`config.mk`:
```
export PLATFORM = sky130hd
export DESIGN_NAME = epaper_lut_temp_compensator_top_flat
export DESIGN_NICKNAME = d
export VERILOG_FILES = /design/src/hw/rtl/epc_pkg.sv /design/src/hw/rtl/epc_if.sv /design/src/hw/rtl/epc_knot_sel.sv /design/src/hw/rtl/epc_mul.sv /design/src/hw/rtl/epaper_lut_temp_compensator_top.sv /design/src/flat_wrapper.sv
export SDC_FILE = /design/constraint.sdc
export NUM_CORES = 1
export LEC_CHECK = 0
export BUFFER_PORTS_ARGS = -buffer_cell sky130_fd_sc_hd__clkbuf_2
export CAP_MARGIN = 20
export CORE_ASPECT_RATIO = 0.8
export CORE_MARGIN = 4
export CORE_UTILIZATION = 55
export DETAILED_ROUTE_END_ITERATION = 8
export GPL_TIMING_DRIVEN = 0
export PLACE_DENSITY = 0.67
export SETUP_SLACK_MARGIN = 0.15
export SLEW_MARGIN = 20
export SYNTH_ARGS = -nofsm -noshare
export SYNTH_HDL_FRONTEND = slang
export SYNTH_SLANG_ARGS = --single-unit
```
`constraint.sdc`:
```
create_clock -name i_clk -period 13.4 [get_ports i_clk]
set_input_delay 0 -clock i_clk [delete_from_list [all_inputs] [get_ports i_clk]]
set_output_delay 0 -clock i_clk [all_outputs]
set_load 0.01 [all_outputs]
```
`src/hw/rtl/epc_pkg.sv`:
```
// Shared types, knot tables and constants of the e-paper waveform temperature compensator.
package epc_pkg;

    localparam int TABLE_BYTES  = 159;
    localparam int PHASE_BYTES  = 153;
    localparam int PHASE_PERIOD = 7;
    localparam int KNOTS        = 8;
    localparam int MUL_W        = 18;

    typedef logic signed [11:0] t_temp;
    typedef logic signed [8:0]  t_coef;

    // Knot temperatures in 1/16 C steps: -10, 0, 10, 20, 25, 30, 40, 50 C
    localparam t_temp KNOT_T16 [KNOTS] = '{
        -12'sd160, 12'sd0, 12'sd160, 12'sd320, 12'sd400, 12'sd480, 12'sd640, 12'sd800
    };

    // Interval starting at this knot spans 5 C (80 steps) instead of 10 C
    localparam logic SHORT_SPAN [KNOTS] = '{
        1'b0, 1'b0, 1'b0, 1'b1, 1'b1, 1'b0, 1'b0, 1'b0
    };

    localparam logic signed [13:0] SPAN_LONG  = 14'sd160;
    localparam logic signed [13:0] SPAN_SHORT = 14'sd80;

    // Extra-cycle window bounds, 15 C and 35 C
    localparam t_temp EXTRA_LOW_T16  = 12'sd240;
    localparam t_temp EXTRA_HIGH_T16 = 12'sd560;

    // Compensated quantities per knot
    typedef enum logic [1:0] {
        F_VCOM,
        F_GATE,
        F_MULT
    } t_field;

    localparam t_coef KNOT_COEF [3][KNOTS] = '{
        '{9'sd12, 9'sd8, 9'sd4, 9'sd2, 9'sd0, -9'sd2, -9'sd4, -9'sd8},
        '{9'sd8, 9'sd6, 9'sd3, 9'sd1, 9'sd0, -9'sd1, -9'sd3, -9'sd6},
        '{9'sd120, 9'sd110, 9'sd105, 9'sd102, 9'sd100, 9'sd98, 9'sd95, 9'sd90}
    };

    // Reciprocal multipliers: x/5 = (x*205)>>10 for x < 1024,
    // x/25 = (x*5243)>>17 for x < 43690
    localparam logic signed [MUL_W-1:0] RECIP5   = 18'sd205;
    localparam logic signed [MUL_W-1:0] RECIP25  = 18'sd5243;

    // How a byte is treated at its table position
    typedef enum logic [1:0] {
        CLS_VOLT,
        CLS_GATE_SCALE,
        CLS_TIMING,
        CLS_CTRL
    } t_cls;

    typedef enum logic [2:0] {
        S_IDLE,
        S_LERP_MUL,
        S_LERP_DIV,
        S_LERP_ACC,
        S_APPLY,
        S_SCALE_DIV,
        S_SCALE_FIN,
        S_DONE
    } t_state;

    // Interpolation segment chosen from the temperature
    typedef struct packed {
        logic [2:0] lo;
        logic [7:0] n;
        logic       short_span;
        logic       clamp;
        logic       extra;
    } t_seg;

endpackage

```
`src/hw/rtl/epc_if.sv`:
```
// Valid/ready channel interfaces for base bytes in and compensated bytes out.
interface epc_in_if;
    logic               valid;
    logic               ready;
    logic signed [11:0] temperature;
    logic [7:0]         base_byte;

    modport source (output valid, output temperature, output base_byte, input ready);
    modport sink   (input valid, input temperature, input base_byte, output ready);
endinterface

interface epc_out_if;
    logic       valid;
    logic       ready;
    logic [7:0] comp_byte;
    logic       extra_refresh;
    logic       last;

    modport source (output valid, output comp_byte, output extra_refresh, output last,
                    input ready);
    modport sink   (input valid, input comp_byte, input extra_refresh, input last,
                    output ready);
endinterface

```
`src/hw/rtl/epc_knot_sel.sv`:
```
// Finds the interpolation segment, offset within it, clamp and extra-cycle flag.
module epc_knot_sel import epc_pkg::*; (
    input  t_temp i_temp,
    output t_seg  o_seg
);

    logic [2:0]         w_lo;
    logic signed [11:0] w_diff;

    // lowest interval [lo, lo+1] holding the temperature: count knots 1 to KNOTS-2 strictly below
    always_comb begin
        w_lo = '0;
        for (int k = 1; k < KNOTS - 1; k++) begin
            if (KNOT_T16[k] < i_temp) begin
                w_lo = w_lo + 3'd1;
            end
        end
        w_diff = i_temp - KNOT_T16[w_lo];
    end

    // clamp at the table ends, n = 0 leaves the end entry as it stands
    always_comb begin
        o_seg.extra      = (i_temp < EXTRA_LOW_T16) || (i_temp > EXTRA_HIGH_T16);
        o_seg.short_span = SHORT_SPAN[w_lo];
        if (i_temp <= KNOT_T16[0]) begin
            o_seg.lo    = '0;
            o_seg.n     = '0;
            o_seg.clamp = 1'b1;
        end else if (i_temp >= KNOT_T16[KNOTS-1]) begin
            o_seg.lo    = 3'(KNOTS - 1);
            o_seg.n     = '0;
            o_seg.clamp = 1'b1;
        end else begin
            o_seg.lo    = w_lo;
            o_seg.n     = w_diff[7:0];
            o_seg.clamp = 1'b0;
        end
    end

endmodule

```
`src/hw/rtl/epc_mul.sv`:
```
// Shared signed multiplier with registered product.
module epc_mul import epc_pkg::*; (
    input  logic                        i_clk,
    input  logic signed [MUL_W-1:0]     i_a,
    input  logic signed [MUL_W-1:0]     i_b,
    output logic signed [2*MUL_W-1:0]   o_p
);

    logic signed [2*MUL_W-1:0] r_p;

    always_ff @(posedge i_clk) begin
        r_p <= i_a * i_b;
    end

    assign o_p = r_p;

endmodule

```
`src/hw/rtl/epaper_lut_temp_compensator_top.sv`:
```
// Top level: sequencer around one shared multiplier compensating waveform bytes.
// Each byte runs three interpolation passes (multiply, divide, accumulate) on the shared
// multiplier, then one apply step; offset and pass-through bytes end there, and scaled
// gate bytes add two reciprocal-divide steps. A new byte is accepted only after the
// previous result has been loaded into the output register.
// Synchronous active-low reset returns to idle, clears the table position and output valid.
module epaper_lut_temp_compensator_top import epc_pkg::*; (
    input  logic     i_clk,
    input  logic     i_rst_n,
    epc_in_if.sink   i_in,
    epc_out_if.source o_out
);

    t_state r_state, n_state;
    t_seg   w_seg, r_seg;

    logic [7:0] r_pos;
    logic [2:0] r_mod7;
    logic [7:0] r_byte;
    t_cls       r_cls, w_cls;
    logic       r_last, r_extra;
    t_field     r_fld, n_fld;
    t_coef      r_val [3];
    logic       r_neg;
    logic [7:0] r_res, n_res;

    logic       r_out_valid;
    logic [7:0] r_out_byte;
    logic       r_out_extra, r_out_last;

    logic                      w_in_acc, w_load;
    logic signed [MUL_W-1:0]   w_mul_a, w_mul_b;
    logic signed [2*MUL_W-1:0] w_prod;

    t_coef              w_coef_a, w_coef_b, w_off;
    logic signed [9:0]  w_delta;
    logic signed [10:0] w_two_d;
    logic signed [13:0] w_num;
    logic [12:0]        w_mag;
    logic [7:0]         w_mag_sh;
    logic [4:0]         w_q;
    logic signed [9:0]  w_lerp;
    logic signed [9:0]  w_sum;
    logic [7:0]         w_sat;
    logic [12:0]        w_scaled_q4;
    logic [8:0]         w_scaled;

    epc_knot_sel u_knot_sel (
        .i_temp (i_in.temperature),
        .o_seg  (w_seg)
    );

    epc_mul u_mul (
        .i_clk (i_clk),
        .i_a   (w_mul_a),
        .i_b   (w_mul_b),
        .o_p   (w_prod)
    );

    assign i_in.ready = (r_state == S_IDLE);
    assign w_in_acc   = i_in.valid && i_in.ready;
    assign w_load     = (r_state == S_DONE) && (!r_out_valid || o_out.ready);

    // byte class from table position
    always_comb begin
        if (r_pos < 8'(PHASE_BYTES)) begin
            if (r_mod7 == 3'd0) begin
                w_cls = CLS_VOLT;
            end else if (r_mod7 <= 3'd2) begin
                w_cls = CLS_GATE_SCALE;
            end else begin
                w_cls = CLS_TIMING;
            end
        end else if (r_pos < 8'(TABLE_BYTES - 1)) begin
            w_cls = CLS_CTRL;
        end else begin
            w_cls = CLS_VOLT;
        end
    end

    // interpolation arithmetic: a + trunc((2*d*n + den) / (2*den))
    always_comb begin
        w_coef_a = KNOT_COEF[r_fld][r_seg.lo];
        w_coef_b = r_seg.clamp ? w_coef_a : KNOT_COEF[r_fld][3'(r_seg.lo + 3'd1)];
        w_delta  = 10'(w_coef_b) - 10'(w_coef_a);
        w_two_d  = {w_delta, 1'b0};
        w_num    = $signed(w_prod[13:0]) + (r_seg.short_span ? SPAN_SHORT : SPAN_LONG);
        w_mag    = w_num[13] ? 13'(-w_num) : w_num[12:0];
        // 2*den is 5*32 or 5*64: shift first, then divide by five
        w_mag_sh = r_seg.short_span ? 8'(w_mag >> 5) : 8'(w_mag >> 6);
        w_q      = w_prod[14:10];
        w_lerp   = r_neg ? 10'(w_coef_a) - $signed({5'd0, w_q})
                         : 10'(w_coef_a) + $signed({5'd0, w_q});
    end

    // byte offset, saturation, and percent scale
    always_comb begin
        w_off = (r_cls == CLS_VOLT) ? r_val[F_VCOM] : r_val[F_GATE];
        w_sum = $signed({2'b00, r_byte}) + 10'(w_off);
        if (w_sum < 0) begin
            w_sat = 8'd0;
        end else if (w_sum > 10'sd255) begin
            w_sat = 8'd255;
        end else begin
            w_sat = w_sum[7:0];
        end
        // divide by 100 as (x/4)/25
        w_scaled_q4 = w_prod[14:2];
        w_scaled    = w_prod[25:17];
    end

    // next state
    always_comb begin
        n_state = r_state;
        unique case (r_state)
            S_IDLE:      if (i_in.valid) n_state = S_LERP_MUL;
            S_LERP_MUL:  n_state = S_LERP_DIV;
            S_LERP_DIV:  n_state = S_LERP_ACC;
            S_LERP_ACC:  n_state = (r_fld == F_MULT) ? S_APPLY : S_LERP_MUL;
            S_APPLY:     n_state = (r_cls == CLS_GATE_SCALE) ? S_SCALE_DIV : S_DONE;
            S_SCALE_DIV: n_state = S_SCALE_FIN;
            S_SCALE_FIN: n_state = S_DONE;
            S_DONE:      if (!r_out_valid || o_out.ready) n_state = S_IDLE;
            default:     n_state = S_IDLE;
        endcase
    end

    // multiplier operands, field step and result per state
    always_comb begin
        w_mul_a = '0;
        w_mul_b = '0;
        n_fld   = r_fld;
        n_res   = r_res;
        unique case (r_state)
            S_IDLE: begin
                n_fld = F_VCOM;
            end
            S_LERP_MUL: begin
                w_mul_a = MUL_W'(w_two_d);
                w_mul_b = {10'd0, r_seg.n};
            end
            S_LERP_DIV: begin
                w_mul_a = {10'd0, w_mag_sh};
                w_mul_b = RECIP5;
            end
            S_LERP_ACC: begin
                unique case (r_fld)
                    F_VCOM:  n_fld = F_GATE;
                    F_GATE:  n_fld = F_MULT;
                    default: n_fld = F_VCOM;
                endcase
            end
            S_APPLY: begin
                w_mul_a = {10'd0, w_sat};
                w_mul_b = MUL_W'(r_val[F_MULT]);
                n_res   = (r_cls == CLS_TIMING) ? r_byte : w_sat;
            end
            S_SCALE_DIV: begin
                w_mul_a = {5'd0, w_scaled_q4};
                w_mul_b = RECIP25;
            end
            S_SCALE_FIN: begin
                n_res = w_scaled[8] ? 8'd255 : w_scaled[7:0];
            end
            default: begin
            end
        endcase
    end

    // control registers
    always_ff @(posedge i_clk) begin
        if (!i_rst_n) begin
            r_state     <= S_IDLE;
            r_pos       <= '0;
            r_mod7      <= '0;
            r_fld       <= F_VCOM;
            r_out_valid <= 1'b0;
        end else begin
            r_state <= n_state;
            r_fld   <= n_fld;
            if (w_in_acc) begin
                if (r_pos == 8'(TABLE_BYTES - 1)) begin
                    r_pos  <= '0;
                    r_mod7 <= '0;
                end else begin
                    r_pos  <= r_pos + 8'd1;
                    r_mod7 <= (r_mod7 == 3'(PHASE_PERIOD - 1)) ? 3'd0 : r_mod7 + 3'd1;
                end
            end
            if (w_load) begin
                r_out_valid <= 1'b1;
            end else if (o_out.ready) begin
                r_out_valid <= 1'b0;
            end
        end
    end

    // payload registers
    always_ff @(posedge i_clk) begin
        r_res <= n_res;
        if (w_in_acc) begin
            r_seg   <= w_seg;
            r_byte  <= i_in.base_byte;
            r_cls   <= w_cls;
            r_last  <= (r_pos == 8'(TABLE_BYTES - 1));
            r_extra <= w_seg.extra;
        end
        if (r_state == S_LERP_DIV) begin
            r_neg <= w_num[13];
        end
        if (r_state == S_LERP_ACC) begin
            r_val[r_fld] <= w_lerp[8:0];
        end
        if (w_load) begin
            r_out_byte  <= r_res;
            r_out_extra <= r_extra;
            r_out_last  <= r_last;
        end
    end

    assign o_out.valid         = r_out_valid;
    assign o_out.comp_byte     = r_out_byte;
    assign o_out.extra_refresh = r_out_extra;
    assign o_out.last          = r_out_last;

endmodule

```
`src/flat_wrapper.sv`:
```
// flat-port wrapper written by rule: the top's interface ports become plain ports
module epaper_lut_temp_compensator_top_flat import epc_pkg::*;
  (i_clk, i_rst_n, i_in_valid, i_in_temperature, i_in_base_byte, i_in_ready, o_out_valid, o_out_comp_byte, o_out_extra_refresh, o_out_last, o_out_ready);
  epc_in_if i_in_i ();
  epc_out_if o_out_i ();
  input  logic i_clk;
  input  logic i_rst_n;
  input wire logic [$bits(i_in_i.valid)-1:0] i_in_valid;
  input wire logic [$bits(i_in_i.temperature)-1:0] i_in_temperature;
  input wire logic [$bits(i_in_i.base_byte)-1:0] i_in_base_byte;
  output wire logic [$bits(i_in_i.ready)-1:0] i_in_ready;
  output wire logic [$bits(o_out_i.valid)-1:0] o_out_valid;
  output wire logic [$bits(o_out_i.comp_byte)-1:0] o_out_comp_byte;
  output wire logic [$bits(o_out_i.extra_refresh)-1:0] o_out_extra_refresh;
  output wire logic [$bits(o_out_i.last)-1:0] o_out_last;
  input wire logic [$bits(o_out_i.ready)-1:0] o_out_ready;
  assign i_in_i.valid = i_in_valid;
  assign i_in_i.temperature = i_in_temperature;
  assign i_in_i.base_byte = i_in_base_byte;
  assign i_in_ready = i_in_i.ready;
  assign o_out_valid = o_out_i.valid;
  assign o_out_comp_byte = o_out_i.comp_byte;
  assign o_out_extra_refresh = o_out_i.extra_refresh;
  assign o_out_last = o_out_i.last;
  assign o_out_i.ready = o_out_ready;
  epaper_lut_temp_compensator_top u_core (.i_clk(i_clk), .i_rst_n(i_rst_n), .i_in(i_in_i), .o_out(o_out_i));
endmodule
```
# Word-level counts from Yosys, hierarchy flattened
# Memory sizes are Yosys's and may differ from the RTL's. A register that Yosys moved wholly into a read port is not among the register bits.
# Index checks and enable logic that the tools add are counted.
[totals]
rom_bits = 104
output_inout_bits = 12
elab_cells = 139
mem_count = 3
inputBits = 24
register_bits = 86
ram_bits = 27
[classes]
muxes = 50
n_bitwise = 4
addsub = 15
mul = 1
order_cmp = 19
n_eq_ne = 15
n_reduce_logical = 14
[memory_table]
columns = ["name", "words", "width", "read_ports", "rd_ports_with_merged_regs", "wr", "line_no", "rtl"]
rows = [
  ["(no name shown)", 8, 12, 1, 0, 0, "epc_knot_sel.sv:18", "w_diff = i_temp - KNOT_T16[w_lo];"],
  ["u_core.r_val", 3, 9, 3, 0, 1, "epaper_lut_temp_compensator_top.sv:23", "t_coef r_val [3];"],
  ["(no name shown)", 8, 1, 1, 1, 0, "epc_knot_sel.sv:24", "o_seg.short_span = SHORT_SPAN[w_lo];"],
]
[op_table]
columns = ["operator", "n"]
rows = [
  ["$bmux W72 S2", 1],
  ["$mux W72", 2],
  ["$pmux W18 S4", 2],
  ["$mux W8", 9],
  ["$mux W9", 7],
  ["$bmux W9 S3", 2],
  ["$lt A10 B12 Y1 const A", 3],
  ["$mux W3", 10],
  ["$mul A18 B18 Y26", 1],
  ["$pmux W3 S8", 1],
  ["$add A3 B1 Y3 const B", 7],
  ["$lt A8 B8 Y1 const B", 2],
  ["$pmux W8 S2", 1],
  ["$eq A3 B3 Y1 const B", 5],
  ["$add A14 B9 Y14", 1],
  ["$mux W13", 1],
  ["$neg A13 Y13", 1],
  ["$ge A12 B11 Y1 const B", 1],
  ["$ge A4 B4 Y1 const B", 3],
  ["$gt A12 B11 Y1 const B", 1],
  ["$le A12 B9 Y1 const B", 1],
  ["$lt A1 B12 Y1 const A", 1],
  ["$lt A11 B12 Y1 const A", 1],
  ["$lt A12 B9 Y1 const B", 1],
  ["other kinds (31)", 53],
]

# Logic depth before layout (Yosys ltp)
# Gate-level depths: netlist (run 1).
[logic_depth]
depth_word = 18
mapped_depth = 43

# Cells and area by module
# From an unflattened synthesis (run 1), not the netlist that was laid out.
[unflattened]
hier_cells = 2171
hier_area_um2 = 19851.5
[modules_own_cells]
columns = ["module", "n_inst", "seq_area_each_um2", "cells_each", "area_each_um2"]
rows = [
  ["epc_mul", 1, 720.7, 1401, 12937.4],
  ["epaper_lut_temp_compensator_top", 1, 2472.4, 661, 6095.8],
  ["epc_knot_sel", 1, 0.0, 109, 818.3],
]

# Least setup slack after synthesis (run 1)
# Ideal clock, no wire load.
[synth_timing]
path_kind = "register -> register"
from = "reg u_core.r_fld[1]"
to = "reg u_core.u_mul.r_p[25] (netlist: u_core.u_mul.o_p[25])"
stages_incl_launch_ff = 40
slack_ns = 4.703
synth_period_minus_slack_ns = 8.697
required_ns = 13.328
arrival_time_ns = 8.625
cell_sequence = "dfxtp_1 clkbuf_1 inv_1 ha_1 nand2_1 o21ai_0 a21oi_1 a21oi_1 inv_1 a21oi_1 ha_1 nor2b_1 o21ai_0 a21boi_0 o21ai_0 a21boi_0 or2_2 o21ai_0 (+4 left out) fa_1 ha_1 inv_1 fa_1 inv_1 fa_1 inv_1 fa_1 inv_1 ha_1 or4_1 o2bb2ai_1 o311ai_0 o211ai_1 o21ai_0 o21a_1 nor2_1 xnor2_1"
[synth_via]
elab_chain_cells = 11
elab_cells_between_ends = 14
cone_classes = "1 x add/sub; 1 x mul; 11 x mux; 1 x bitwise"
[synth_rtl]
columns = ["item", "line_no", "rtl"]
rows = [
  ["start, declared", "epaper_lut_temp_compensator_top.sv:22", "t_field r_fld, n_fld;"],
  ["start signal, assigned", "epaper_lut_temp_compensator_top.sv:180", "r_fld <= n_fld;"],
  ["$not A2 Y3 (not written as such) *", "epaper_lut_temp_compensator_top.sv:83, epaper_lut_temp_compensator_top.sv:84", ""],
  ["$bmux W72 S2 *", "epaper_lut_temp_compensator_top.sv:83, epaper_lut_temp_compensator_top.sv:84", ""],
  ["$mux W72 (not written as such) * (2 in a row)", "epaper_lut_temp_compensator_top.sv:83, epaper_lut_temp_compensator_top.sv:84", ""],
  ["$bmux W9 S3 (on tied branches)", "epaper_lut_temp_compensator_top.sv:84, epaper_lut_temp_compensator_top.sv:83", ""],
  ["$mux W9 (on tied branches) (2 in a row)", "epaper_lut_temp_compensator_top.sv:84, epaper_lut_temp_compensator_top.sv:83", ""],
  ["$mux W9", "epaper_lut_temp_compensator_top.sv:84", "w_coef_b = r_seg.clamp ? w_coef_a : KNOT_COEF[r_fld][3'(r_seg.lo + 3'd1)];"],
  ["$sub A9 B9 Y10 *", "epaper_lut_temp_compensator_top.sv:85", "w_delta = 10'(w_coef_b) - 10'(w_coef_a);"],
  ["$pmux W18 S4 *", "epaper_lut_temp_compensator_top.sv:134", "unique case (r_state)"],
  ["$mul A18 B18 Y26 *", "epc_mul.sv:12", "r_p <= i_a * i_b;"],
  ["end signal, assigned", "epc_mul.sv:12", ""],
  ["end, declared", "epc_mul.sv:9", "logic signed [2*MUL_W-1:0] r_p;"],
]
# Every way passes the cells marked *; elsewhere a longest branch is shown, timed or not. The select of a mux whose other input is x is not followed.
# A chain may end at the register's enable or synchronous reset.

# Worst setup path after layout (run 1)
# Ends and elaborated chain as after synthesis.

==> results by group, run 1 <==
Run status
  • Status: finished clean

Routing
  • First drt pass iteration count: 6
  • Via count: 11500
  • DRT antenna net count: 0
  • Wire length per cell: 18.2 um
  • WL final: around 38 mm
  • Via/cell ratio: 5.54
  • DR iter-0 viols: 1039
  • Number of remaining DRC errors: 0

Placed design
  • Port bufs: 32
  • Inst Count DP: 2049
  • DP HPWL: between 30 and 40 mm
  • Placer Congestion: 0.937

Clock tree
  • CTS tree: yes
  • Clock Tree Buf Depth: 2
  • Post-CTS Resized: 0
  • # H-tree levels: 3
  • CTS root buf: clkbuf_16
  • Post-CTS Setup Inserts: 0
  • Clock sinks: between 100 and 150
  • CTS Buf Count: 9
  • Clock Pin Slew Worst Setup and Hold Paths: 0.08 ns
  • Worst-skew pair later-pin latency: 0.36 ns
  • Hold_buf cts: 11

Critical path
  • Crit path kind: reg -> reg
  • Setup crit end kind: flop
  • Worst EP required: 13.62 ns
  • Max Fanout on Critical Path: 10
  • CP max stage cell: o311ai_0
  • Data arrival, critical path: 11.42 ns
  • Crit-path max cell delay: 0.76 ns
  • Crit start category: flop

Logic synthesis
  • Syn Area/Cell: 9.21 um^2
  • Xor-xnor portion of the synthesized cell area: 4.88%
  • Synth Area in Compound Gates: 11.5%
  • Post-synthesis mux area share: 1.47%
  • Post-Synthesis Cell Area: 0.0150 mm^2
  • #FFs+latches synth: 112
  • Ys Warns: 0
  • Largest family of logic cells by synthesized area: adder cells
  • Post-Synth Simple-Gate Area: 14.3%
  • Post-synth top flop: edfxtp_1
  • Yosys top cell by area: fa_1
  • Number of flops mapped to enable cells by yosys: 71
  • Async SR Flop Fraction: 0%
  • Unique masters post-synth: 81
  • Synth area leaders: fa_1, edfxtp_1, ha_1
  • Share of the synthesized area in the top cell type: approximately 29%
  • Register area share after synthesis: roughly 20%
  • Synth Area in Adders: 39.5%
  • Post-Synthesis Cells: between 1500 and 2000

STA
  • Fin crit share: 83.6%
  • Finish-stage setup viols: 0
  • Worst-Margin Slew: 0.980 ns
  • Max Freq: approximately 0.089 GHz
  • Final Critical Period: 11.20 ns
  • TNS Setup: 0 ns
  • Slew headroom: 34.2%
  • Hold slack: 0.0154 ns
  • Clk_skew: around 0.0097 ns
  • RSZ-0062 raised after global routing: no
  • Pins Over Slew Limit: 0
  • Final Hold Violating Endpoints: 0

Power
  • Pwr dens: 136 mW/mm^2
  • Leak: 7.42 nW
  • Total power: 2.19 mW
  • Maximum VDD drop: 137 uV

GRT
  • Initial antenna violation count: 2
  • Vias in the first global route: ~12000
  • Largest net degree at the start of global routing: 35
  • GRT Total Usage: 26.6%
  • First-pass GRT wire length: slightly above 60 mm
  • Grt ovf: 0

Die
  • Die outline height: 156 um
  • Rows: 53
  • IO Pins: 36
  • Die X-Extent: 193 um
  • Core area: between 0.02 and 0.03 mm^2
  • Die area: 0.0301 mm^2
  • Initial Util: between 50% and 60%

Final layout
  • Final Non-Filler Cells: 2076
  • Fillers: 2387
  • Layout area overhead: 7.58%
  • Inserted Diodes: 0
  • Layout cells sized above 1: 6.17%
  • Total Nets Final: between 2000 and 2500

Run
  • Max-cap viol count: 0

Worst hold path
  • Worst Hold Class: in -> reg
cell families (layout without fill, tap and decap cells):
kind of cell	count (synthesis)	in the layout
other cells	2	30
xor+xnor	82	82
compound gates	273	273
buf+inv	346	405
flops	112	112
mux	19	19
simple gates	452	452
fa+ha+maj	346	346
synth_stat cells (7+ instances only):
library cell  count
clkbuf_1         39
o21ai_0          64
nand3_1          15
a31oi_1          11
a21o_1           15
or2_2            14
edfxtp_1         71
and3_1           14
mux2_2           10
dfxtp_1          41
nand2b_1         28
nand2_1         110
nor2b_1          20
nor3_1           33
nor2_1          169
ha_1            132
xor2_1           29
mux2i_1           7
a211oi_1         10
xnor2_1          51
o21a_1           21
fa_1            214
inv_1           295
a21oi_1          86
and2_1            7
final cells by class:
class / count / area, um^2 / share of cell area [%]
clock buffer: 11 / 254 / 1.57
inverter: 298 / 1120 / 6.92
tap: 357 / 447 / 2.76
timing repair buffer: 43 / 270 / 1.67
multi-input combinational: 1202 / 10900 / 67.4
sequential: 112 / 2950 / 18.3
buffer: 48 / 191 / 1.18
clock inverter: 5 / 45.0 / 0.279
cells in the final DEF (no fill, tap or decap), types with 11 or more instances in the layout:
cell type	n
inv_1	295
fa_1	214
nor2_1	168
ha_1	132
nand2_1	110
a21oi_1	86
edfxtp_1	71
o21ai_0	64
xnor2_1	51
dfxtp_1	41
clkbuf_1	40
nor3_1	32
clkbuf_2	32
conb_1	30
xor2_1	29
nand2b_1	28
o21a_1	21
nor2b_1	20
nand3_1	15
a21o_1	15
or2_2	14
and3_1	14
a31oi_1	11
dlygate4sd3_1	11
report_power, final:
part	internal, mW	switching (mW)
Combinational	0.543	0.875
Clock	0.141	0.131
Sequential	0.459	0.0447
Total	1.14	1.05
per-stage QoR:
stage	cell area, um^2	worst slack [ns]	util, %
2_1_floorplan	15100	4.70	-
3_3_place_gp	15700	2.57	59.2
3_5_place_dp	15800	2.48	59.3
4_1_cts	16200	2.39	60.8
5_1_grt	16200	1.52	60.8
6_report	16200	2.20	60.8
routing by layer:
metal  GRT usage (%)  routed length, um  vias up
li1                -                  -     5434
met1            41.8              17700     5618
met2            40.0              16600      426
met3            5.19               3350       28
met4            2.24                287        0
met5               0                  0        -
final timing paths:
path	slack, ns	cells past startpoint	from	to
worst max-delay path	2.20	36	u_core.r_fld[1]	u_core.u_mul.o_p[25]
worst min-delay path	0.02	2	i_in_temperature[2]	u_core.r_seg[5]
worst max register to register	2.20	36	u_core.r_fld[1]	u_core.u_mul.o_p[25]
worst min register to register	0.42	0	u_core.r_extra	u_core.o_out.extra_refresh
state kept, by name (all words and copies together), names as in the netlist:
register and count:
u_core.r_fld 2, u_core.r_byte 8, u_core.r_mod7 3, u_core.r_val 27, u_core.o_out.valid 1, u_core.r_last 1, u_core.r_pos 8, u_core.r_neg 1
u_core.o_out.extra_refresh 1, u_core.r_seg 13, u_core.o_out.last 1, u_core.r_extra 1, u_core.u_mul.o_p 24, u_core.r_cls 2, u_core.r_state 3, u_core.o_out.comp_byte 8
u_core.r_res 8
worst max-delay path, delay by kind of cell (launching register included):
family,cells,cell delay [ns]
adders and majority gates,9,4.35
AOI/OAI and AO/OA,14,3.87
xor gates and xnor gates,1,0.36
buffers and inverters,7,1.42
DFF,1,0.38
and+or+nand+nor,5,0.65
Note: power is estimated with default switching activity, not from simulation.
==> run 2, diff against run 1 <==
==> constraint.sdc (replaced) <==
create_clock -name i_clk -period 11.2 [get_ports i_clk]
set_input_delay 0 -clock i_clk [delete_from_list [all_inputs] [get_ports i_clk]]
set_output_delay 0 -clock i_clk [all_outputs]
set_load 0.01 [all_outputs]
==> results by group, run 2 (synthesis gave the netlist of run 1 again) <==
Run status
  • Status: finished clean (unchanged)

Critical path
  • Crit-path max cell delay: 0.62 ns (was 0.76 ns)
  • CP max stage cell: fa_1 (was o311ai_0)
  • R2R depth: 37 (was 36)
  • Max Fanout on Critical Path: 10 (unchanged)
  • Setup slack, reg-to-reg: 0.72 ns (was 2.20 ns)
  • Reg2reg start: u_core.r_fld[0] (was u_core.r_fld[1])
  • Worst R2R End: u_core.u_mul.o_p[25] (unchanged)
  • Data arrival, critical path: 10.69 ns (was 11.42 ns)
  • Crit start category: flop (unchanged)
  • Buf/Inv on CP: 8 (was 7)
  • Worst EP required: 11.41 ns (was 13.62 ns)
  • Most frequent CP cell: fa_1
  • Setup crit end kind: flop (unchanged)
  • Crit-path leading delay family: adder cells (unchanged)
  • Crit path kind: reg -> reg (unchanged)

Power
  • Net Sw Frac: 47.9% (about the same)
  • Seq pwr share: 23.0% (was 22.9%)
  • Gate power share: 64.6% (about the same)
  • Int Pwr: 1.37 mW (was 1.14 mW)
  • Leak: 7.43 nW (was 7.42 nW)
  • Pwr dens: 162 mW/mm^2 (was 136 mW/mm^2)
  • NetSw: 1.26 mW (was 1.05 mW)
  • Maximum VDD drop: 167 uV (was 137 uV)
  • Clock group share of total power: 12.4% (about the same)

Final layout
  • Fillers: 2383 (was 2387)
  • Commonest cells after routing, fill and taps aside: inv_1, fa_1, nor2_1, ha_1, nand2_1 (unchanged)
  • Top reg by flops: u_core.r_val (unchanged)
  • Inserted Diodes: 0 (unchanged)
  • Layout area overhead: 7.76% (was 7.58%)
  • Utilization after layout: 60.9% (was 60.8%)
  • Commonest non-fill, non-tap cell in the layout: inv_1 (unchanged)
  • Total Nets Final: 2085 (was 2084)
  • Final instance area: 0.0162 mm^2 (about the same)
  • Max FFs per register: 27 (unchanged)
  • Layout cells sized above 1: 6.45% (was 6.17%)

Placed design
  • Placed cell areas: 0.0158 mm^2 (unchanged)
  • Placer Congestion: 0.937 (unchanged)
  • Port bufs: 32 (unchanged)
  • DP HPWL: 31.7 mm (unchanged)
  • Dpl ws: 0.277 ns (was 2.48 ns)

GRT
  • Largest net degree at the start of global routing: 35 (unchanged)
  • GRT Total Usage: 26.6% (unchanged)
  • Initial antenna violation count: 2 (unchanged)
  • Vias in the first global route: 11500 (unchanged)
  • First-pass GRT wire length: 62.2 mm (unchanged)
  • Grt ovf: 0 (unchanged)

Run
  • Max-cap viol count: 0 (unchanged)

Routing
  • Wire length per cell: 18.3 um (was 18.2 um)
  • Number of remaining DRC errors: 0 (unchanged)
  • DR iter-0 viols: 1077 (was 1039)
  • First drt pass iteration count: 5 (was 6)
  • Via/cell ratio: 5.53 (was 5.54)
  • Via count: 11500 (about the same)
  • WL final: 37.9 mm (about the same)
  • DRT antenna net count: 0 (unchanged)

Die
  • Die outline height: 156 um (unchanged)
  • Die area: 0.0301 mm^2 (unchanged)
  • Die X-Extent: 193 um (unchanged)
  • IO Pins: 36 (unchanged)
  • Initial Util: 56.5% (unchanged)
  • Rows: 53 (unchanged)
  • Core area: 0.0266 mm^2 (unchanged)

Clock tree
  • Clock sinks: 112 (unchanged)
  • Clock Tree Buf Depth: 2 (unchanged)
  • CTS Buf Count: 9 (unchanged)
  • Clock Pin Slew Worst Setup and Hold Paths: 0.08 ns (about the same)
  • CTS root buf: clkbuf_16 (unchanged)
  • Worst-skew pair later-pin latency: 0.36 ns (about the same)
  • # H-tree levels: 3 (unchanged)
  • CTS tree: yes (unchanged)

STA
  • Fin crit share: 93.5% (was 83.6%)
  • RSZ-0062 raised after global routing: no (unchanged)
  • Max Freq: 0.0955 GHz (was 0.0893 GHz)
  • Finish-stage setup viols: 0 (unchanged)
  • Slew headroom: 34.2% (about the same)
  • Worst-Margin Slew: 0.980 ns (about the same)
  • Final Hold Violating Endpoints: 0 (unchanged)
  • TNS Setup: 0 ns (unchanged)
  • Clk_skew: 0.00973 ns (was 0.00970 ns)
  • Pins Over Slew Limit: 0 (unchanged)
  • Hold slack: 0.0146 ns (was 0.0154 ns)
  • Final Critical Period: 10.48 ns (was 11.20 ns)
  • Final worst setup slack: 0.725 ns (was 2.20 ns)

Worst hold path
  • Hold Path Sink: u_core.r_seg[5] (unchanged)
  • Hold path startpoint: i_in_temperature[2] (unchanged)
  • Hold Path Stages: 2 (unchanged)
  • Worst Hold Class: in -> reg (unchanged)
[run 2: changes by cell type in the layout (fill, tap and decap cells not counted), sizes merged]
cell,previous run,this run
buf,9,10
[run 2: per-layer routing]
layer	up-vias	share of wire [%]	wire length, um	global-route usage [%]
li1	5436	-	-	-
met1	5630	47	17900	41.8
met2	398	44	16700	40.0
met3	19	8.2	3110	5.19
met4	0	0.50	190	2.24
met5	-	0	0	0
[run 2: worst max path at each step]
| stage | startpoint | to | slack, ns | cells past startpoint |
|---|---|---|---|---|
| after floorplan | u_core.r_fld[1] | u_core.u_mul.o_p[25] | 2.50 | 39 |
| after global placement | u_core.r_fld[1] | u_core.u_mul.o_p[25] | 0.37 | 37 |
| after detailed placement | u_core.r_fld[1] | u_core.u_mul.o_p[25] | 0.28 | 37 |
| after CTS | u_core.r_fld[1] | u_core.u_mul.o_p[25] | 0.19 | 37 |
| after global routing | u_core.r_fld[0] | u_core.u_mul.o_p[25] | 0.19 | 37 |
| final | u_core.r_fld[0] | u_core.u_mul.o_p[25] | 0.72 | 37 |
[run 2: timing repair]
action / CTS / global route
hold endpoints to repair: 16 / 0
resized for setup: 0 / 6
setup endpoints to repair: 0 / 4
hold buffers: 11 / 0
setup buffers: 0 / 1
[run 2: per-stage QoR]
step | instances | power [mW]
2_1_floorplan | 1660 | 1.78
3_3_place_gp | 2049 | 2.24
3_5_place_dp | 2049 | 2.27
4_1_cts | 2076 | 2.61
5_1_grt | 2077 | 2.86
6_report | 2077 | 2.63
[run 2: power groups by stage]
stage | combinational (mW) | clock (mW) | sequential (mW)
finish | 1.70 | 0.326 | 0.603
global placement | 1.63 | 0 | 0.608
detailed placement | 1.66 | 0 | 0.607
CTS | 1.68 | 0.334 | 0.598
global route | 1.90 | 0.353 | 0.604
floorplan | 1.21 | 0 | 0.577
[run 2: final cells by class]
class | count | area (um^2) | share of cell area, %
Multi-Input combinational cell | 1202 | 10900 | 67.4
Inverter | 298 | 1120 | 6.91
Buffer | 48 | 193 | 1.19
Sequential cell | 112 | 2950 | 18.2
Clock buffer | 11 | 254 | 1.57
Timing Repair Buffer | 44 | 278 | 1.71
Tap cell | 357 | 447 | 2.76
Clock inverter | 5 | 45.0 | 0.278
[run 2: worst reg2reg max path: cells and delay by family (launching register included)]
kind,cells,cell delay (ns)
adder cells (fa/ha/maj),9,4.11
XOR/XNOR,1,0.38
AO/OA/AOI/OAI,14,3.15
buffers and inverters,8,1.58
flip-flops,1,0.38
AND/OR/NAND/NOR,5,0.71
==> run 3, diff against run 2 <==
--- a/config.mk
+++ b/config.mk
@@ -6,7 +6,7 @@
 export NUM_CORES = 1
 export LEC_CHECK = 0
 export BUFFER_PORTS_ARGS = -buffer_cell sky130_fd_sc_hd__clkbuf_2
-export CAP_MARGIN = 20
+export CAP_MARGIN = 10
 export CORE_ASPECT_RATIO = 0.8
 export CORE_MARGIN = 4
 export CORE_UTILIZATION = 55
@@ -17,4 +17,5 @@
 export SLEW_MARGIN = 20
 export SYNTH_ARGS = -nofsm -noshare
 export SYNTH_HDL_FRONTEND = slang
+export SYNTH_HIERARCHICAL = 1
 export SYNTH_SLANG_ARGS = --single-unit
==> constraint.sdc (replaced) <==
create_clock -name i_clk -period 10.5 [get_ports i_clk]
set_input_delay 0 -clock i_clk [delete_from_list [all_inputs] [get_ports i_clk]]
set_output_delay 0 -clock i_clk [all_outputs]
set_load 0.01 [all_outputs]
==> results by group, run 3 <==
Run status
  • Status: finished clean (unchanged)

Power
  • Maximum VDD drop: 96.2 uV (was 167 uV)
  • Gate power share: 56.1% (was 64.6%)
  • Int Pwr: 1.20 mW (was 1.37 mW)
  • Clock group share of total power: 15.0% (was 12.4%)
  • Seq pwr share: 28.9% (was 23.0%)
  • Net Sw Frac: 45.9% (was 47.9%)
  • Leak: 8.37 nW (was 7.43 nW)
  • Pwr dens: 124 mW/mm^2 (was 162 mW/mm^2)
  • NetSw: 1.02 mW (was 1.26 mW)

Logic synthesis
  • Syn_nets: 2255
  • Post-Synthesis Cells: 1851 (was 1632)
  • Post-Synthesis Cell Area: 0.0166 mm^2 (was 0.0150 mm^2)
  • Syn Area/Cell: 8.99 um^2 (was 9.21 um^2)
  • Ys Warns: 6 (was 0)

STA
  • Max Freq: 0.102 GHz (was 0.0955 GHz)
  • Hold slack: 0.0145 ns (was 0.0146 ns)
  • Fin crit share: 93.6% (was 93.5%)
  • Final worst setup slack: 0.674 ns (was 0.725 ns)
  • Worst-Margin Slew: 1.08 ns (was 0.980 ns)
  • RSZ-0062 raised after global routing: yes (was no)
  • Finish-stage setup viols: 0 (unchanged)
  • Final Hold Violating Endpoints: 0 (unchanged)
  • Pins Over Slew Limit: 0 (unchanged)
  • Slew headroom: 27.3% (was 34.2%)
  • Clk_skew: 0.0125 ns (was 0.00973 ns)
  • Final Critical Period: 9.83 ns (was 10.48 ns)

GRT
  • GRT Total Usage: 27.3% (was 26.6%)
  • Grt ovf: 0 (unchanged)
  • Largest net degree at the start of global routing: 35 (unchanged)
  • First-pass GRT wire length: 70.2 mm (was 62.2 mm)
  • Vias in the first global route: 12800 (was 11500)
  • Initial antenna violation count: 0 (was 2)

Die
  • IO Pins: 36 (unchanged)
  • Die outline height: 164 um (was 156 um)
  • Die area: 0.0331 mm^2 (was 0.0301 mm^2)
  • Rows: 56 (was 53)
  • Initial Util: 56.3% (was 56.5%)
  • Die X-Extent: 202 um (was 193 um)
  • Core area: 0.0296 mm^2 (was 0.0266 mm^2)

Placed design
  • DP HPWL: 36.3 mm (was 31.7 mm)
  • Placer Congestion: 1.02 (was 0.937)
  • Port bufs: 35 (was 32)
  • Dpl ws: -0.0965 ns (was 0.277 ns)
  • Inst Count DP: 2294 (was 2049)

Final layout
  • Layout area overhead: 7.72% (was 7.76%)
  • Utilization after layout: 60.6% (was 60.9%)
  • Commonest non-fill, non-tap cell in the layout: inv_1 (unchanged)
  • Total Nets Final: 2325 (was 2085)
  • Inserted Diodes: 0 (unchanged)
  • Top reg by flops: u_core/r_val (was u_core.r_val)
  • Layout cells sized above 1: 6.59% (was 6.45%)
  • Commonest cells after routing, fill and taps aside: inv_1, fa_1, nand2_1, and2_1, ha_1 (was inv_1, fa_1, nor2_1, ha_1, nand2_1)
  • Max FFs per register: 27 (unchanged)
  • Final Non-Filler Cells: 2332 (was 2077)

Clock tree
  • # H-tree levels: 3 (unchanged)
  • CTS root buf: clkbuf_16 (unchanged)
  • Clock Tree Buf Depth: 2 (unchanged)
  • Worst-skew pair later-pin latency: 0.36 ns (about the same)
  • CTS tree: yes (unchanged)
  • Clock Pin Slew Worst Setup and Hold Paths: 0.08 ns (about the same)
  • Clock sinks: 112 (unchanged)
  • CTS Buf Count: 9 (unchanged)

Critical path
  • Setup crit end kind: flop (unchanged)
  • Worst EP required: 10.76 ns (was 11.41 ns)
  • Crit path kind: reg -> reg (unchanged)
  • Crit-path max cell delay: 0.63 ns (was 0.62 ns)
  • Max Fanout on Critical Path: 10 (unchanged)
  • Data arrival, critical path: 10.08 ns (was 10.69 ns)
  • Most frequent CP cell: ha_1 (was fa_1)
  • CP max stage cell: fa_1 (unchanged)
  • Crit start category: flop (unchanged)

Routing
  • Number of remaining DRC errors: 0 (unchanged)
  • WL final: 43.9 mm (was 37.9 mm)
  • Wire length per cell: 18.8 um (was 18.3 um)
  • DR iter-0 viols: 1071 (was 1077)
  • First drt pass iteration count: 6 (was 5)
  • DRT antenna net count: 0 (unchanged)
  • Via count: 12700 (was 11500)
  • Via/cell ratio: 5.45 (was 5.53)

Run
  • Max-cap viol count: 0 (unchanged)

Worst hold path
  • Worst Hold Class: in -> reg (unchanged)
==> run 3: critical path, delay by kind of cell, from the launching register on <==
family,cells,cell delay [ns]
adders and majority gates,9,3.48
AOI/OAI and AO/OA,12,2.92
and+or+nand+nor,5,1.33
buffers and inverters,5,0.73
DFF,1,0.49
muxes,1,0.39
xor gates and xnor gates,2,0.36
==> run 3: final timing paths <==
path | start | end | slack, ns | depth (start not counted)
worst min-delay path | i_in_temperature[1] | u_core/r_seg[4] | 0.01 | 2
worst min register to register | u_core/r_last | u_core/o_out.last | 0.42 | 0
worst max-delay path | u_core/r_cls[1] | u_core/u_mul/o_p[24] | 0.67 | 34
worst max register to register | u_core/r_cls[1] | u_core/u_mul/o_p[24] | 0.67 | 34
==> run 3: power groups by stage <==
stage,registers (mW),logic [mW],clock network (mW)
after floorplan,0.614,0.871,0
after global placement,0.651,1.16,0
after detailed placement,0.649,1.20,0
after CTS,0.641,1.21,0.342
after global routing,0.648,1.40,0.362
final,0.644,1.25,0.333
==> run 3: stage by stage <==
| stage | TNS (ns) | cell area [um^2] | power (mW) |
|---|---|---|---|
| after floorplan | 0 | 16600 | 1.49 |
| final | 0 | 17900 | 2.23 |
| after detailed placement | -0.0965 | 17400 | 1.85 |
| after global placement | -0.984 | 17300 | 1.82 |
| after global routing | 0 | 17900 | 2.41 |
| after CTS | 0 | 17800 | 2.20 |
==> run 3: what timing repair did <==
item | 4_1_cts | 5_1_grt
gates resized for setup | 7 | 23
cloned | 0 | 1
hold endpoints to repair | 13 | 0
setup buffers | 0 | 8
setup endpoints to repair | 5 | 8
pin swaps | 0 | 5
hold buffers | 13 | 0
==> run 3: cell type report <==
type / instances / area (um^2)
multi-input cells: 1299 / 12100
fillers: 2660 / 11600
flip-flops and latches: 112 / 2950
inverters: 368 / 1380
well taps: 406 / 508
repair buffers: 58 / 380
plain buffers: 73 / 302
clock buffers: 10 / 229
clock inverters: 6 / 55.1
==> run 3: routing by layer <==
| metal | share of wire, % | global-route usage, % | wire length (um) | up-vias |
|---|---|---|---|---|
| met5 | 0 | 0 | 0 | - |
| met4 | 1.3 | 3.73 | 590 | 0 |
| met3 | 10 | 7.50 | 4390 | 49 |
| met2 | 42 | 40.0 | 18300 | 447 |
| met1 | 47 | 41.8 | 20600 | 6241 |
| li1 | - | - | - | 5976 |
